===== config.mk =====
export PLATFORM = sky130hd
export DESIGN_NAME = elevator_stop_dispatcher_unit
export DESIGN_NICKNAME = d
export VERILOG_FILES = /design/src/esd_pkg.sv /design/src/esd_ctrl.sv /design/src/esd_dpath.sv /design/src/elevator_stop_dispatcher_unit.sv
export SDC_FILE = /design/constraint.sdc
export NUM_CORES = 1
export LEC_CHECK = 0
export ABC_AREA = 1
export BUFFER_PORTS_ARGS = -buffer_cell sky130_fd_sc_hd__buf_4
export CAP_MARGIN = 20
export CELL_PAD_IN_SITES_DETAIL_PLACEMENT = 0
export CELL_PAD_IN_SITES_GLOBAL_PLACEMENT = 2
export CORE_ASPECT_RATIO = 0.6
export CORE_UTILIZATION = 42
export CTS_BUF_LIST = sky130_fd_sc_hd__clkbuf_8 sky130_fd_sc_hd__clkbuf_16
export DETAILED_ROUTE_END_ITERATION = 8
export PLACE_DENSITY_LB_ADDON = 0.1
export SYNTH_ARGS = -nofsm -noshare
export SYNTH_HDL_FRONTEND = slang
export SYNTH_SLANG_ARGS = --single-unit

===== constraint.sdc =====
create_clock -name clk -period 35.7 [get_ports clk]
set_input_delay 7.14 -clock clk [delete_from_list [all_inputs] [get_ports clk]]
set_output_delay 7.14 -clock clk [all_outputs]
set_load 0.02 [all_outputs]

===== src/esd_pkg.sv =====
`default_nettype none

package esd_pkg;

  // Table depth default
  localparam int FLOORS_DEFAULT = 16;

  // Field widths
  localparam int FLOOR_W = 4;
  localparam int PASS_W  = 4;
  localparam int WAIT_W  = 8;
  localparam int SCORE_W = 11;
  localparam int LOAD_W  = 8;
  localparam int CNT_W   = 32;
  localparam int THR_W   = 12;
  localparam int NUM_W   = 13;  // est * scale, at most 15 * 307
  localparam int ENTRY_W = PASS_W + WAIT_W;

  // Configuration port
  localparam int CFG_IW = 2;
  localparam int CFG_DW = 12;
  localparam logic [CFG_IW-1:0] CFG_STOP_THRESHOLD = 2'd0;
  localparam logic [CFG_IW-1:0] CFG_CAR_CAPACITY   = 2'd1;
  localparam logic [THR_W-1:0]  THRESHOLD_RESET    = 12'd128;
  localparam logic [LOAD_W-1:0] CAPACITY_RESET     = 8'd8;

  // Scoring constants (scales in Q5.8)
  localparam logic [WAIT_W-1:0] BONUS_WAIT  = 8'd5;
  localparam logic [NUM_W-1:0]  SCALE_PLAIN = 13'd256;
  localparam logic [NUM_W-1:0]  SCALE_BONUS = 13'd307;
  localparam int                STOP_COST   = 2;

  typedef enum logic [1:0] {
    MODE_REG    = 2'd0,
    MODE_AGE    = 2'd1,
    MODE_DECIDE = 2'd2,
    MODE_SERVE  = 2'd3
  } mode_t;

  typedef enum logic [2:0] {
    ST_IDLE,
    ST_REG,
    ST_SCAN,
    ST_SERVE,
    ST_DRAIN,
    ST_FIN,
    ST_DONE
  } state_t;

  typedef struct packed {
    logic [1:0]         mode;
    logic [FLOOR_W-1:0] floor;
    logic [PASS_W-1:0]  passengers;
    logic [FLOOR_W-1:0] car_floor;
    logic               going_up;
  } in_t;

  typedef struct packed {
    logic               target_valid;
    logic [FLOOR_W-1:0] target_floor;
    logic [SCORE_W-1:0] best_score;
    logic [LOAD_W-1:0]  boarded;
    logic [LOAD_W-1:0]  load;
    logic [CNT_W-1:0]   decide_count;
    logic [CNT_W-1:0]   stop_count;
    logic [CNT_W-1:0]   skip_count;
    logic [CNT_W-1:0]   boarded_total;
  } out_t;

  typedef struct packed {
    logic latch;
    logic reg_write;
    logic scan_issue;
    logic serve_issue;
    logic finish;
    logic load_out;
  } cmd_t;

  typedef struct packed {
    logic scan_last;
    logic pipe_empty;
  } status_t;

endpackage

`default_nettype wire


===== src/esd_ctrl.sv =====
`default_nettype none

module esd_ctrl (
  input  wire logic             clk,
  input  wire logic             rst,
  input  wire logic             in_valid,
  input  wire logic [1:0]       in_mode,
  input  wire logic             out_ready,
  input  wire esd_pkg::status_t status,
  output logic                  in_ready,
  output logic                  out_valid,
  output esd_pkg::cmd_t         cmd
);

  esd_pkg::state_t state;
  esd_pkg::state_t state_next;
  logic            out_free;

  assign out_free = !out_valid || out_ready;

  always_ff @(posedge clk) begin
    if (rst) begin
      state <= esd_pkg::ST_IDLE;
    end else begin
      state <= state_next;
    end
  end

  always_comb begin
    state_next = state;
    case (state)
      esd_pkg::ST_IDLE: begin
        if (in_valid) begin
          case (in_mode)
            esd_pkg::MODE_REG:                      state_next = esd_pkg::ST_REG;
            esd_pkg::MODE_AGE, esd_pkg::MODE_DECIDE: state_next = esd_pkg::ST_SCAN;
            esd_pkg::MODE_SERVE:                    state_next = esd_pkg::ST_SERVE;
            default:                                state_next = esd_pkg::ST_REG;
          endcase
        end
      end
      esd_pkg::ST_REG:   state_next = esd_pkg::ST_DONE;
      esd_pkg::ST_SCAN: begin
        if (status.scan_last) begin
          state_next = esd_pkg::ST_DRAIN;
        end
      end
      esd_pkg::ST_SERVE: state_next = esd_pkg::ST_DRAIN;
      esd_pkg::ST_DRAIN: begin
        if (status.pipe_empty) begin
          state_next = esd_pkg::ST_FIN;
        end
      end
      esd_pkg::ST_FIN:   state_next = esd_pkg::ST_DONE;
      esd_pkg::ST_DONE: begin
        if (out_free) begin
          state_next = esd_pkg::ST_IDLE;
        end
      end
      default:           state_next = esd_pkg::ST_IDLE;
    endcase
  end

  always_comb begin
    cmd             = '0;
    in_ready        = 1'b0;
    case (state)
      esd_pkg::ST_IDLE: begin
        in_ready  = 1'b1;
        cmd.latch = in_valid;
      end
      esd_pkg::ST_REG:   cmd.reg_write   = 1'b1;
      esd_pkg::ST_SCAN:  cmd.scan_issue  = 1'b1;
      esd_pkg::ST_SERVE: cmd.serve_issue = 1'b1;
      esd_pkg::ST_FIN:   cmd.finish      = 1'b1;
      esd_pkg::ST_DONE:  cmd.load_out    = out_free;
      default: begin
      end
    endcase
  end

  // Result register flag: set on load, drop once the sink takes it
  always_ff @(posedge clk) begin
    if (rst) begin
      out_valid <= 1'b0;
    end else if (cmd.load_out) begin
      out_valid <= 1'b1;
    end else if (out_ready) begin
      out_valid <= 1'b0;
    end
  end

endmodule

`default_nettype wire


===== src/esd_dpath.sv =====
`default_nettype none

module esd_dpath #(
  parameter int FLOORS = esd_pkg::FLOORS_DEFAULT
) (
  input  wire logic                        clk,
  input  wire logic                        rst,
  input  wire esd_pkg::in_t                in_data,
  input  wire esd_pkg::cmd_t               cmd,
  input  wire logic                        cfg_valid,
  input  wire logic [esd_pkg::CFG_IW-1:0]  cfg_index,
  input  wire logic [esd_pkg::CFG_DW-1:0]  cfg_data,
  output esd_pkg::out_t                    out_data,
  output esd_pkg::status_t                 status
);

  localparam int IW     = (FLOORS > 1) ? $clog2(FLOORS) : 1;
  localparam int CW     = (IW > esd_pkg::FLOOR_W) ? IW : esd_pkg::FLOOR_W;
  localparam int DDEPTH = 2 ** CW;
  localparam int K      = esd_pkg::NUM_W + CW + 1;
  localparam int PW     = esd_pkg::NUM_W + K;

  // Reciprocal table: ceil(2^K / (distance + STOP_COST)), exact for every numerator
  logic [K-1:0] recip_tab [DDEPTH];
  for (genvar g = 0; g < DDEPTH; g++) begin : g_recip
    localparam longint unsigned DIV = longint'(g) + longint'(esd_pkg::STOP_COST);
    localparam longint unsigned RV  = ((64'd1 << K) + DIV - 64'd1) / DIV;
    assign recip_tab[g] = RV[K-1:0];
  end

  // Configuration
  logic [esd_pkg::THR_W-1:0]  stop_threshold;
  logic [esd_pkg::LOAD_W-1:0] car_capacity;

  always_ff @(posedge clk) begin
    if (rst) begin
      stop_threshold <= esd_pkg::THRESHOLD_RESET;
      car_capacity   <= esd_pkg::CAPACITY_RESET;
    end else if (cfg_valid) begin
      case (cfg_index)
        esd_pkg::CFG_STOP_THRESHOLD: stop_threshold <= cfg_data;
        esd_pkg::CFG_CAR_CAPACITY:   car_capacity   <= cfg_data[esd_pkg::LOAD_W-1:0];
        default: begin
        end
      endcase
    end
  end

  // Item under work
  esd_pkg::in_t item;
  always_ff @(posedge clk) begin
    if (cmd.latch) begin
      item <= in_data;
    end
  end

  logic          is_age;
  logic          is_decide;
  logic          is_serve;
  logic          flr_ok;
  logic [IW-1:0] flr_idx;
  logic [CW-1:0] car_x;

  assign is_age    = item.mode == esd_pkg::MODE_AGE;
  assign is_decide = item.mode == esd_pkg::MODE_DECIDE;
  assign is_serve  = item.mode == esd_pkg::MODE_SERVE;
  assign flr_ok    = int'(item.floor) < FLOORS;
  assign flr_idx   = flr_ok ? IW'(item.floor) : '0;
  assign car_x     = CW'(item.car_floor);

  // Call table: active flags in flops, passengers and wait age in memory
  logic [FLOORS-1:0]           active;
  logic [esd_pkg::ENTRY_W-1:0] mem [FLOORS];
  logic [esd_pkg::ENTRY_W-1:0] rd_data;
  logic                        rd_v;
  logic [IW-1:0]               rd_idx;
  logic [IW-1:0]               scan_idx;
  logic                        rd_en;
  logic [IW-1:0]               rd_addr;
  logic                        wr_en;
  logic [IW-1:0]               wr_addr;
  logic [esd_pkg::ENTRY_W-1:0] wr_data;

  logic [esd_pkg::PASS_W-1:0]  rd_pass;
  logic [esd_pkg::WAIT_W-1:0]  rd_wait;
  logic [CW-1:0]               rd_idx_x;
  logic                        reg_ok;
  logic                        age_ok;
  logic                        serve_ok;

  assign rd_pass  = rd_data[esd_pkg::ENTRY_W-1:esd_pkg::WAIT_W];
  assign rd_wait  = rd_data[esd_pkg::WAIT_W-1:0];
  assign rd_idx_x = CW'(rd_idx);

  assign reg_ok   = flr_ok && !active[flr_idx] && (item.floor != item.car_floor);
  assign age_ok   = active[rd_idx] && (rd_idx_x != car_x) && (rd_wait != '1);
  assign serve_ok = flr_ok && active[flr_idx];

  assign rd_en   = cmd.scan_issue || cmd.serve_issue;
  assign rd_addr = cmd.scan_issue ? scan_idx : flr_idx;

  always_comb begin
    wr_en   = 1'b0;
    wr_addr = flr_idx;
    wr_data = {item.passengers, esd_pkg::WAIT_W'(0)};
    if (cmd.reg_write && reg_ok) begin
      wr_en = 1'b1;
    end else if (rd_v && is_age && age_ok) begin
      wr_en   = 1'b1;
      wr_addr = rd_idx;
      wr_data = {rd_pass, rd_wait + 1'b1};
    end
  end

  always_ff @(posedge clk) begin
    if (wr_en) begin
      mem[wr_addr] <= wr_data;
    end
    if (rd_en) begin
      rd_data <= mem[rd_addr];
    end
  end

  always_ff @(posedge clk) begin
    if (rst) begin
      rd_v     <= 1'b0;
      scan_idx <= '0;
    end else begin
      rd_v <= rd_en;
      if (cmd.latch) begin
        scan_idx <= '0;
      end else if (cmd.scan_issue) begin
        scan_idx <= scan_idx + 1'b1;
      end
    end
  end

  always_ff @(posedge clk) begin
    if (rd_en) begin
      rd_idx <= rd_addr;
    end
  end

  always_ff @(posedge clk) begin
    if (rst) begin
      active <= '0;
    end else if (cmd.reg_write && reg_ok) begin
      active[flr_idx] <= 1'b1;
    end else if (rd_v && is_serve && serve_ok) begin
      active[flr_idx] <= 1'b0;
    end
  end

  // Decide pipeline: score operands, quotient, best tracking
  logic                       ahead;
  logic [CW-1:0]              span;
  logic [esd_pkg::NUM_W-1:0]  num;
  logic                       s1_v;
  logic                       s1_elig;
  logic [esd_pkg::NUM_W-1:0]  s1_num;
  logic [K-1:0]               s1_recip;
  logic [IW-1:0]              s1_idx;
  logic [PW-1:0]              prod;
  logic                       s2_v;
  logic                       s2_elig;
  logic [esd_pkg::SCORE_W-1:0] s2_q;
  logic [IW-1:0]              s2_idx;
  logic                       found;
  logic [esd_pkg::SCORE_W-1:0] best;
  logic [IW-1:0]              best_idx;

  assign ahead = item.going_up ? (rd_idx_x > car_x) : (rd_idx_x < car_x);
  assign span  = item.going_up ? (rd_idx_x - car_x) : (car_x - rd_idx_x);
  assign num   = (rd_wait > esd_pkg::BONUS_WAIT)
               ? esd_pkg::NUM_W'(rd_pass) * esd_pkg::SCALE_BONUS
               : esd_pkg::NUM_W'(rd_pass) * esd_pkg::SCALE_PLAIN;
  assign prod  = PW'(s1_num) * PW'(s1_recip);

  always_ff @(posedge clk) begin
    if (rst) begin
      s1_v <= 1'b0;
      s2_v <= 1'b0;
    end else begin
      s1_v <= rd_v && is_decide;
      s2_v <= s1_v;
    end
  end

  always_ff @(posedge clk) begin
    s1_elig  <= active[rd_idx] && (rd_pass != '0) && ahead;
    s1_num   <= num;
    s1_recip <= recip_tab[span];
    s1_idx   <= rd_idx;
    s2_elig  <= s1_elig;
    s2_q     <= prod[K +: esd_pkg::SCORE_W];
    s2_idx   <= s1_idx;
  end

  always_ff @(posedge clk) begin
    if (rst) begin
      found <= 1'b0;
    end else if (cmd.latch) begin
      found <= 1'b0;
    end else if (s2_v && s2_elig && (!found || (s2_q > best))) begin
      found <= 1'b1;
    end
  end

  // Strictly greater keeps ties on the lowest floor
  always_ff @(posedge clk) begin
    if (s2_v && s2_elig && (!found || (s2_q > best))) begin
      best     <= s2_q;
      best_idx <= s2_idx;
    end
  end

  // Occupancy, counters, per-item results
  logic [esd_pkg::LOAD_W-1:0]  occupancy;
  logic [esd_pkg::CNT_W-1:0]   cycles_total;
  logic [esd_pkg::CNT_W-1:0]   stops_total;
  logic [esd_pkg::CNT_W-1:0]   skips_total;
  logic [esd_pkg::CNT_W-1:0]   riders_total;
  logic                        res_valid;
  logic [esd_pkg::FLOOR_W-1:0] res_target;
  logic [esd_pkg::SCORE_W-1:0] res_score;
  logic [esd_pkg::LOAD_W-1:0]  res_boarded;
  logic [esd_pkg::LOAD_W-1:0]  room;
  logic [esd_pkg::LOAD_W-1:0]  brd;

  assign room = (car_capacity > occupancy) ? (car_capacity - occupancy) : '0;
  assign brd  = (esd_pkg::LOAD_W'(rd_pass) > room) ? room : esd_pkg::LOAD_W'(rd_pass);

  always_ff @(posedge clk) begin
    if (rst) begin
      occupancy    <= '0;
      cycles_total <= '0;
      stops_total  <= '0;
      skips_total  <= '0;
      riders_total <= '0;
      res_valid    <= 1'b0;
      res_target   <= '0;
      res_score    <= '0;
      res_boarded  <= '0;
    end else if (cmd.latch) begin
      res_valid   <= 1'b0;
      res_target  <= '0;
      res_score   <= '0;
      res_boarded <= '0;
    end else if (rd_v && is_serve && serve_ok) begin
      occupancy    <= (occupancy > car_capacity) ? car_capacity : occupancy + brd;
      riders_total <= riders_total + esd_pkg::CNT_W'(brd);
      stops_total  <= stops_total + 1'b1;
      res_boarded  <= brd;
    end else if (cmd.finish && is_decide) begin
      cycles_total <= cycles_total + 1'b1;
      if (found) begin
        res_score <= best;
        if ({1'b0, best} < stop_threshold) begin
          skips_total <= skips_total + 1'b1;
        end else begin
          res_valid  <= 1'b1;
          res_target <= esd_pkg::FLOOR_W'(best_idx);
        end
      end
    end
  end

  always_ff @(posedge clk) begin
    if (cmd.load_out) begin
      out_data.target_valid  <= res_valid;
      out_data.target_floor  <= res_target;
      out_data.best_score    <= res_score;
      out_data.boarded       <= res_boarded;
      out_data.load          <= occupancy;
      out_data.decide_count  <= cycles_total;
      out_data.stop_count    <= stops_total;
      out_data.skip_count    <= skips_total;
      out_data.boarded_total <= riders_total;
    end
  end

  assign status.scan_last  = scan_idx == IW'(FLOORS - 1);
  assign status.pipe_empty = !(rd_v || s1_v || s2_v);

endmodule

`default_nettype wire


===== src/elevator_stop_dispatcher_unit.sv =====
`default_nettype none

// Channel   Direction  Handshake               Payload
// in        sink       in_valid / in_ready     in_data   (esd_pkg::in_t)
// out       source     out_valid / out_ready   out_data  (esd_pkg::out_t)
// cfg       sink       cfg_valid / cfg_ready   cfg_index, cfg_data
//
// Age and decide walk the call table one floor per cycle; decide adds operand, multiply
// and compare stages. Reset (rst, synchronous) clears the call flags, occupancy and
// counters and loads the register defaults. A stalled result holds in the output
// register while the next item is taken in and worked; that item then waits until
// the register frees.

module elevator_stop_dispatcher_unit #(
  parameter int FLOORS = esd_pkg::FLOORS_DEFAULT
) (
  input  wire logic                       clk,
  input  wire logic                       rst,
  input  wire logic                       in_valid,
  output logic                            in_ready,
  input  wire esd_pkg::in_t               in_data,
  output logic                            out_valid,
  input  wire logic                       out_ready,
  output esd_pkg::out_t                   out_data,
  input  wire logic                       cfg_valid,
  output logic                            cfg_ready,
  input  wire logic [esd_pkg::CFG_IW-1:0] cfg_index,
  input  wire logic [esd_pkg::CFG_DW-1:0] cfg_data
);

  esd_pkg::cmd_t    cmd;
  esd_pkg::status_t status;

  // Register writes are always accepted
  assign cfg_ready = 1'b1;

  // Sequencer: takes one transfer, walks the table for age and decide, loads the result register
  esd_ctrl u_ctrl (
    .clk       (clk),
    .rst       (rst),
    .in_valid  (in_valid),
    .in_mode   (in_data.mode),
    .out_ready (out_ready),
    .status    (status),
    .in_ready  (in_ready),
    .out_valid (out_valid),
    .cmd       (cmd)
  );

  // Call table, scoring pipeline, occupancy, counters and result register
  esd_dpath #(
    .FLOORS (FLOORS)
  ) u_dpath (
    .clk       (clk),
    .rst       (rst),
    .in_data   (in_data),
    .cmd       (cmd),
    .cfg_valid (cfg_valid),
    .cfg_index (cfg_index),
    .cfg_data  (cfg_data),
    .out_data  (out_data),
    .status    (status)
  );

endmodule

`default_nettype wire


Word level (Yosys, flattened, before mapping)
Memory sizes are Yosys's and may differ from the RTL's. A register that Yosys moved wholly into a read port is not among the register bits.
Cells that the tools add are included.
- memories kept: 2
- register bits: 436
- output and inout bits: 163
- memory bits (writable): 192
- word-level logic and storage cells: 174
- memory bits (read-only): 288
- input bits: 34
- memory list (name ; depth ; width ; read ports ; clocked after memory_dff ; write ports ; RTL line ; text):
    (no name shown) ; 16 ; 18 ; 1 ; 1 ; 0 ; esd_dpath.sv:192 ; s1_recip <= recip_tab[span];
    u_dpath.mem ; 16 ; 12 ; 1 ; 1 ; 1 ; esd_dpath.sv:73 ; logic [esd_pkg::ENTRY_W-1:0] mem [FLOORS];
- equal/unequal tests: 21
- bitwise logic cells: 7
- mux-type cells: 38
- multiply operators: 2
- reduce and logical (&&, ||, !) cells: 40
- order comparisons: 11
- $add $sub $neg: 10
- operators with widths (operator ; number):
    32-bit by 1-bit adder with 32-bit output, second input constant ; 3
    12-bit 2-to-1 mux ; 3
    32-bit by 8-bit adder with 32-bit output ; 1
    16-bit 2-to-1 mux ; 2
    13-bit by 18-bit multiplier with 29-bit output ; 1
    8-bit 2-to-1 mux ; 3
    3-bit one-hot mux with 6 select lines ; 1
    1-bit 2-to-1 mux ; 17
    16-bit AND ; 1
    8-bit > comparator ; 2
    4-bit 2-to-1 mux ; 4
    16-bit NOT ; 1
    16-bit OR ; 1
    1-bit logical AND ; 15
    4-bit by 9-bit multiplier with 13-bit output, second input constant ; 1
    11-bit by 12-bit < comparator with 1-bit output ; 1
    3-bit 2-to-1 mux ; 4
    11-bit > comparator ; 1
    4-bit by 5-bit < comparator with 1-bit output, second input constant ; 2
    3-bit == test, second input constant ; 3
    3-bit one-hot mux with 3 select lines ; 1
    8-bit by 1-bit adder with 8-bit output, second input constant ; 1
    8-bit adder ; 1
    1-bit binary-select mux with 4-bit select ; 2
    other kinds (31) ; 57

Logic depth before layout (Yosys ltp)
Gate-level depths: netlist of the first run.
- depth after elaboration: 9
- depth in mapped cells: 35
- depth with buffers taken out: 35

Hierarchy
A second synthesis of the first run with hierarchy kept.
- cells, all modules: 4178
- area total of the unflattened synthesis: 37066.8 um^2
- modules (own cells, without submodules) (module ; area an instance (um^2) ; sequential area each (um^2) ; cells an instance ; times used):
    esd_dpath ; 36754.0 ; 17076.4 ; 4123 ; 1
    esd_ctrl ; 301.5 ; 80.1 ; 53 ; 1
    elevator_stop_dispatcher_unit ; 11.3 ; 0.0 ; 2 ; 1

Worst setup path before layout of the first run
OpenSTA, ideal clock, no wires.
- kind: in2reg
- start point: input port out_ready
- end point: register, netlist name u_dpath.out_data[0]
- path buffers: 0
- stages on the path: 2
- required time: 34.628 ns
- arrival time: 22.209 ns
- setup time: 1.072 ns
- setup slack: 12.419 ns
- path through: nor2_1 -> nor4_1
- RTL lines (what ; RTL line ; text):
    start, declared ; elevator_stop_dispatcher_unit.sv:23 ; input wire logic out_ready,

Final worst setup path of the first run
- start point: register u_ctrl.state[1]
- end point: output port in_ready
- longest elaborated chain between the ends: 2
- ends and longest elaborated chain (what ; RTL line ; text):
    start, declared ; esd_ctrl.sv:15 ; esd_pkg::state_t state;
    start signal, assigned ; esd_ctrl.sv:23 ; state <= esd_pkg::ST_IDLE;
    start signal, assigned ; esd_ctrl.sv:25 ; state <= state_next;
    3-bit zero test ; esd_ctrl.sv:67 ; case (state)
    1-bit 2-to-1 mux ; esd_ctrl.sv:67 ;
    end, declared ; elevator_stop_dispatcher_unit.sv:20 ; output logic in_ready,
No other way between the ends.

==> out/metrics.yaml, run 1 <==
ant_nets: 0
port_buffers: 195
period_share: 0.245
coreArea_um2: 84300
synth.area.top_cells: "edfxtp_1, dfxtp_1, fa_1"
ioPinCount: 197
critical_path.endpoint_type: "primary output"
wl_um: 101000
synth.top_cell.area_share: 0.330
clkSlewWorstSetupHoldPaths_ns: 0.06
setup_tns_ns: 0
hold_buffers: 0
worstHoldPathCells: 0
final-instance-count-excl-fill: 5341
cap_violations: 0
grt_use_total: 0.233
path_max_fanout: 6
worst_setup_path_start_kind: "flip-flop"
gr-total-overflow: 0
die_area_um2: 87300
synth-edff-count: 398
fin_util: 0.486
grt_pass1_wl_um: 156000
cts_tree: "yes"
async_reset_ff_frac: 0
tightest_slew_ns: 1.10
drtPass1Iterations: 5
hold_viol_final: 0
status: "completed"
synth_ff_type: "edfxtp_1"
post-cts-setup-buffers: 0
syn_inst: 3988
r2r.worst_path.cells: 33
critical_path_class: "reg2out"
numCtsBuffers: 66
relSlewSlack: 0.266
max_freq_mhz: 114
via_per_inst: 5.03
cts-resized-gates: 0
wl_per_cell_um: 18.9
num-fill-cells: 8132
h-tree-depth: 3
grt_setup_unrepaired: "no"
place_inst: 5216
via_count: 26867
antenna_found_initial: 1
cts_max_path_buffers: 3
grt_pass1_vias: 25491
drv_slew: 0
layout-drive-gt1-share: 0.0915
layout_min_cycle_time_ns: 8.76
initial_utilization: 0.429
pre_cts_ws_ns: 25.97
cts_root_buf: "clkbuf_16"
ys_top_cells_by_count: "nand2_1, inv_1, edfxtp_1"
finClkSkew_ns: 0.0318
fin_nets: 4515
hpwl_um: 71500
yosysMostFrequentCell: "nand2_1"
yosysWarnings: 0
drc_errors: 0
hold_path.class: "reg2reg"
area_delta_synth_final_pct: 13.4
ys_types: 56
avgSynthCellArea_um2: 9.07
rows: 82
drt_iter0_drc: 2175
die_y_um: 229
seq_area_frac_synth: 0.474
cts_sinks: 658
worst_skew_pair.late_latency_ns: 0.64
grt_max_degree: 161
arrival_ns: 1.62
syn_area_um2: 36200
finalWorstSetupSlack_ns: 26.94
yosys_register_bits: 658
yosys.area.top_type: "edfxtp_1"
setup_violations: 0
cp.required_ns: 28.56
gp_congestion: 0.886
dieWidth_um: 381
worst paths after layout:
check / end / slack [ns] / startpoint
max: in_ready / 26.94 / u_ctrl.state[1]
min: u_dpath.s2_idx[3] / 0.33 / u_dpath.s1_idx[3]
max reg2reg: u_dpath.riders_total[30] / 29.72 / u_dpath.occupancy[3]
min reg2reg: u_dpath.s2_idx[3] / 0.33 / u_dpath.s1_idx[3]
layout by cell type (no fill, tap or decap), types with 146 or more instances in the layout:
cell	instances
nand2_1	871
ha_1	146
o21ai_0	219
dfxtp_1	260
buf_4	235
nor2_1	378
edfxtp_1	398
a21oi_1	233
fa_1	179
inv_1	593
worst max-delay path: stages (launching register included):
cell     delay [ns]
dfxtp_1        0.37
nor2_1         0.15
inv_1          0.07
nor2_1         0.21
buf_4          0.21
flip-flops by register name (all words and copies together), names as in the netlist, 12 cells and up, named ones only:
name and count:
u_dpath.cycles_total 32, u_dpath.mem 192, u_dpath.out_data 160, u_dpath.rd_data 12
u_dpath.riders_total 32, u_dpath.s1_num 13, u_dpath.s1_recip 18, u_dpath.skips_total 32
u_dpath.stop_threshold 12, u_dpath.stops_total 32
metal layers:
layer | track usage | vias up | part of all wire
li1 | - | 13306 | -
met2 | 0.316 | 574 | 0.40
met5 | 0 | - | 0
met3 | 0.0406 | 91 | 0.053
met4 | 0.0410 | 0 | 0.013
met1 | 0.381 | 12896 | 0.53
through the flow:
stage               hold slack, ns  area (um^2)
floorplan                    0.310        36200
global placement             0.317        38700
detailed placement           0.315        38700
CTS                          0.329        40900
global route                 0.336        41000
finish                       0.327        41000
cell families (layout without fill, tap and decap cells):
kind of cell | after synthesis | in the layout | share of synthesized area
buffers and inverters | 734 | 946 | 0.0797
AOI/OAI and AO/OA | 578 | 578 | 0.0880
adders and majority gates | 325 | 325 | 0.150
xor gates and xnor gates | 101 | 101 | 0.0245
other | 2 | 9 | 0.000208
and+or+nand+nor | 1590 | 1590 | 0.184
DFF | 658 | 658 | 0.474
area by class of cell:
class                           count  area [um^2]  share of cell area
Sequential cell                   658        17200               0.418
Multi-Input combinational cell   2602        16200               0.394
Inverter                          588         2210              0.0538
Timing Repair Buffer              240         1850              0.0451
Clock buffer                       71         1720              0.0419
Tap cell                         1134         1420              0.0346
Clock inverter                     47          482              0.0117
Antenna cell                        1         2.50           0.0000610
Power of run 1 is not shown: default switching activity piles up to over one toggle a cycle in this logic, so the estimate is an artifact.
==> inputs of run 2 (changes only) <==
--- a/config.mk
+++ b/config.mk
@@ -11,7 +11,7 @@
 export CELL_PAD_IN_SITES_DETAIL_PLACEMENT = 0
 export CELL_PAD_IN_SITES_GLOBAL_PLACEMENT = 2
 export CORE_ASPECT_RATIO = 0.6
-export CORE_UTILIZATION = 42
+export CORE_UTILIZATION = 35
 export CTS_BUF_LIST = sky130_fd_sc_hd__clkbuf_8 sky130_fd_sc_hd__clkbuf_16
 export DETAILED_ROUTE_END_ITERATION = 8
 export PLACE_DENSITY_LB_ADDON = 0.1
==> constraint.sdc (replaced) <==
create_clock -name clk -period 7.2 [get_ports clk]
set_input_delay 1.44 -clock clk [delete_from_list [all_inputs] [get_ports clk]]
set_output_delay 1.44 -clock clk [all_outputs]
set_load 0.02 [all_outputs]
==> run 2 against run 1 <==
Worst setup slack worse by 25 ns. Core utilization shrank 7.7 points. Wire length rose by 6.3%. Critical endpoint is now u_dpath.riders_total[30]. Critical path depth rose by 29. Largest cell class unchanged. Flip-flop and latch count unchanged. Worst hold slack better by 0.0032 ns. Sequential share of layout area is 0.48 points lower.
==> out/metrics.yaml, run 2 (synthesis results as in run 1) <==
finClkSkew_ns: 0.0305
ant_nets: 0
relSlewSlack: 0.273
wl_per_cell_um: 19.1
largest_register: "u_dpath.mem"
layout_commonest_cell: "nand2_1"
num-fill-cells: 10235
post-cts-setup-buffers: 0
setup_tns_ns: 0
max_freq_mhz: 180
drv_slew: 0
rows: 90
fin_nets: 4514
h-tree-depth: 3
area_delta_synth_final_pct: 14.7
numCtsBuffers: 69
port_buffers: 195
drc_errors: 0
gp_congestion: 0.845
setup_violations: 0
gr-total-overflow: 0
worst_setup_path_start_kind: "flip-flop"
largest_reg_flops: 192
cts_sinks: 658
hold_buffers: 0
die_area_um2: 105000
cts_max_path_buffers: 3
critical_path_class: "reg2reg"
final_area_um2: 41500
drt_iter0_drc: 1982
dieWidth_um: 417
cp.required_ns: 7.71
status: "completed"
grt_setup_unrepaired: "no"
cap_violations: 0
grt_pass1_vias: 25450
drtPass1Iterations: 5
coreArea_um2: 101000
path_max_fanout: 12
antenna_found_initial: 4
initial_utilization: 0.356
tightest_slew_ns: 1.08
arrival_ns: 6.06
crit_path_frequent_cell: "nand2_1"
cts_root_buf: "clkbuf_16"
r2r.worst_path.cells: 33
via_count: 26853
grt_pass1_wl_um: 163000
ioPinCount: 197
placed_area_um2: 39000
hold_path.class: "reg2reg"
max_stage_delay_ns: 0.45
grt_max_degree: 136
cts-resized-gates: 0
r2r_slack_ns: 1.65
grt_use_total: 0.204
period_share: 0.770
layout_min_cycle_time_ns: 5.55
layout-drive-gt1-share: 0.0919
hpwl_um: 77700
hold_viol_final: 0
cts_tree: "yes"
largestRegisters: "u_dpath.mem x192, u_dpath.out_data x160"
wl_um: 107000
final_cell_mix: "nand2_1, inv_1, edfxtp_1"
fin_util: 0.409
worstHoldPathCells: 0
via_per_inst: 4.80
clkSlewWorstSetupHoldPaths_ns: 0.07
critical_path.endpoint_type: "flip-flop"
die_y_um: 251
worst_skew_pair.late_latency_ns: 0.66
cpMaxStageDelayCell: "fa_1"
-- run 2: cell count changes in the layout (fill, tap and decap cells not counted), moves of 3 or more --
cell | before | now
buf_4 | 235 | 232
clkbuf_16 | 66 | 70
clkbuf_8 | 5 | 2
clkinv_1 | 8 | 16
clkinv_16 | 1 | 4
clkinvlp_4 | 6 | 3
nor2_1 | 378 | 375
nor2_2 | 11 | 14
-- run 2: metrics by stage --
stage          std cells  hold slack (ns)  setup WS, ns
2_1_floorplan       3994            0.310         0.161
3_3_place_gp        5458            0.312          1.72
3_5_place_dp        5458            0.312          1.65
4_1_cts             5586            0.334          1.65
5_1_grt             5595            0.350          1.05
6_report            5595            0.331          1.65
-- run 2: final cells by class --
class                   instances  area, um^2  share of cell area
inverters                     588        2210              0.0532
well taps                    1380        1730              0.0416
flip-flops and latches        658       17200               0.414
repair buffers                236        1800              0.0435
diodes                          3        7.51            0.000181
multi-input cells            2602       16200               0.390
clock buffers                  72        1780              0.0429
clock inverters                56         611              0.0147
-- run 2: routing by layer --
layer / part of all wire / global-route usage
met3: 0.044 / 0.0293
met2: 0.39 / 0.274
met1: 0.55 / 0.335
met5: 0.000084 / 0
met4: 0.020 / 0.0504
-- run 2: path summary, 6_finish.rpt --
kind,from,to
min,u_dpath.s1_idx[1],u_dpath.s2_idx[1]
max,u_dpath.occupancy[2],u_dpath.riders_total[30]
max reg2reg,u_dpath.occupancy[2],u_dpath.riders_total[30]
min reg2reg,u_dpath.s1_idx[1],u_dpath.s2_idx[1]
-- run 2: critical path: cells and delay by family, from the launching register on --
kind	cells	cell delay, ns
compound gates	5	0.76
simple gates	17	2.46
buf+inv	7	0.51
flops	1	0.36
fa+ha+maj	4	1.33
Power of run 2 is left out for the same reason.
==> inputs of run 3 (changes only) <==
--- a/config.mk
+++ b/config.mk
@@ -11,7 +11,7 @@
 export CELL_PAD_IN_SITES_DETAIL_PLACEMENT = 0
 export CELL_PAD_IN_SITES_GLOBAL_PLACEMENT = 2
 export CORE_ASPECT_RATIO = 0.6
-export CORE_UTILIZATION = 35
+export CORE_UTILIZATION = 39
 export CTS_BUF_LIST = sky130_fd_sc_hd__clkbuf_8 sky130_fd_sc_hd__clkbuf_16
 export DETAILED_ROUTE_END_ITERATION = 8
 export PLACE_DENSITY_LB_ADDON = 0.1
==> constraint.sdc (replaced) <==
create_clock -name clk -period 5.4 [get_ports clk]
set_input_delay 1.08 -clock clk [delete_from_list [all_inputs] [get_ports clk]]
set_output_delay 1.08 -clock clk [all_outputs]
set_load 0.02 [all_outputs]
==> run 3 against run 2 <==
Flip-flop and latch count stayed put. Global-route usage grew 1.5 points. Final cell count is 2.0% lower. Via count up 0.40%. Non-clock buffer count increased by 41. Core utilization up 4.5 points. Worst hold slack improved by 0.0052 ns. Design area rose by 0.52%. Highest routed layer is now met4.
==> out/metrics.yaml, run 3 (synthesis results as in run 1) <==
grt_pass1_vias: 25521
largest_reg_flops: 192
timing.rr.start: "u_dpath.s1_recip[7]"
die_area_um2: 94000
r2r.worst_path.cells: 21
layout_min_cycle_time_ns: 5.07
wl_um: 102000
r2r_slack_ns: 0.33
hpwl_um: 73700
final_area_um2: 41700
fin_nets: 4553
worstHoldPathCells: 0
gp_congestion: 0.859
cts_root_buf: "clkbuf_16"
hp-start: "u_dpath.s1_elig"
drt_iter0_drc: 2153
hold_buffers: 0
wl_per_cell_um: 18.5
cpMaxStageDelayCell: "fa_1"
grt_pass1_wl_um: 158000
gr-total-overflow: 0
ant_nets: 0
dieWidth_um: 395
pre_cts_ws_ns: 0.185
cts_tree: "yes"
cts_max_path_buffers: 3
path_max_fanout: 8
arrival_ns: 5.59
grt_max_degree: 161
max_freq_mhz: 197
via_count: 26961
period_share: 0.938
setup_violations: 0
drc_errors: 0
layout_commonest_cell: "nand2_1"
hold_viol_final: 0
coreArea_um2: 91800
r2r_end: "u_dpath.s2_q[4]"
die_y_um: 238
tightest_slew_ns: 1.04
initial_utilization: 0.394
crit_chain: "buf_4 -> nand2_1 -> inv_1 -> fa_1 -> inv_1 -> fa_1 -> inv_1 -> fa_1 -> fa_1 -> inv_1 -> fa_1 -> inv_1 -> ha_1 -> a21oi_1 -> o21ai_0 -> a21o_1 -> nand2_1 -> nand2_1 -> and2_1 -> o21bai_1 -> nand2_1"
area_delta_synth_final_pct: 15.3
finalWorstSetupSlack_ns: 0.335
antenna_found_initial: 1
cpLargestDelayFamily: "adder cells"
numCtsBuffers: 67
port_buffers: 195
critical_path_class: "reg2reg"
cts_sinks: 658
status: "completed"
worst_skew_pair.late_latency_ns: 0.65
hold_path_end: "u_dpath.s2_elig"
final_cell_mix: "nand2_1, inv_1, edfxtp_1"
cp.required_ns: 5.92
fin_util: 0.454
holdWs_ns: 0.336
multi_input_area_um2: 16200
finClkSkew_ns: 0.0247
register_area_um2: 17200
critical_path.endpoint_type: "flip-flop"
worst_setup_path_start_kind: "flip-flop"
via_per_inst: 4.92
largestRegisters: "u_dpath.mem x192, u_dpath.out_data x160"
drtPass1Iterations: 5
layout-drive-gt1-share: 0.108
crit_buf_inv: 6
max_stage_delay_ns: 0.53
grt_setup_unrepaired: "no"
num-fill-cells: 9061
cap_violations: 0
grt_use_total: 0.219
hold_path.class: "reg2reg"
rows: 86
largest_register: "u_dpath.mem"
ioPinCount: 197
clkSlewWorstSetupHoldPaths_ns: 0.07
relSlewSlack: 0.308
h-tree-depth: 3
drv_slew: 0
placed_area_um2: 39200
post-cts-setup-buffers: 0
-- run 3: worst max path at each step --
stage                         from             endpoint  slack, ns  cells past startpoint
2_1_floorplan            out_ready  u_dpath.out_data[0]      -1.20                      2
3_3_place_gp     u_dpath.s1_num[9]      u_dpath.s2_q[9]       0.18                     18
3_5_place_dp     u_dpath.s1_num[9]      u_dpath.s2_q[9]       0.19                     18
4_1_cts          u_dpath.s1_num[9]      u_dpath.s2_q[9]       0.13                     18
5_1_grt         u_dpath.s1_num[12]      u_dpath.s2_q[9]      0.008                     18
6_report       u_dpath.s1_recip[7]      u_dpath.s2_q[4]       0.33                     21
-- run 3: what timing repair did --
| action | 4_1_cts | 5_1_grt |
|---|---|---|
| endpoints found under the hold margin | 0 | 0 |
| endpoints found under the setup margin | 0 | 20 |
| resized for setup | 0 | 18 |
-- run 3: cell type report --
type	instances	area share
sequential	658	0.412
multi-input combinational	2602	0.389
inverter	588	0.0529
timing repair buffer	277	0.0509
clock buffer	77	0.0440
tap	1232	0.0370
clock inverter	47	0.0137
antenna	2	0.000120
-- run 3: routing by layer --
layer	global-route usage	part of all wire
met1	0.360	0.54
met2	0.293	0.39
met3	0.0375	0.054
met4	0.0469	0.016
met5	0	0
-- run 3: through the flow --
stage | TNS (ns) | instances
after floorplan | -192.57 | 3994
after global placement | 0 | 5355
after detailed placement | 0 | 5355
after CTS | 0 | 5479
after global routing | 0 | 5482
final | 0 | 5483
-- run 3: worst register-to-register path, cell delays in order (launching register included) --
cell	delay [ns]
dfxtp_1	0.45
buf_4	0.24
nand2_1	0.07
inv_1	0.05
fa_1	0.49
inv_1	0.05
fa_1	0.52
inv_1	0.05
fa_1	0.50
fa_1	0.50
inv_1	0.05
fa_1	0.53
inv_1	0.04
ha_1	0.32
a21oi_1	0.22
o21ai_0	0.12
a21o_1	0.18
nand2_1	0.06
nand2_1	0.13
and2_1	0.19
o21bai_1	0.12
nand2_1	0.06
Power of run 3 is left out for the same reason.
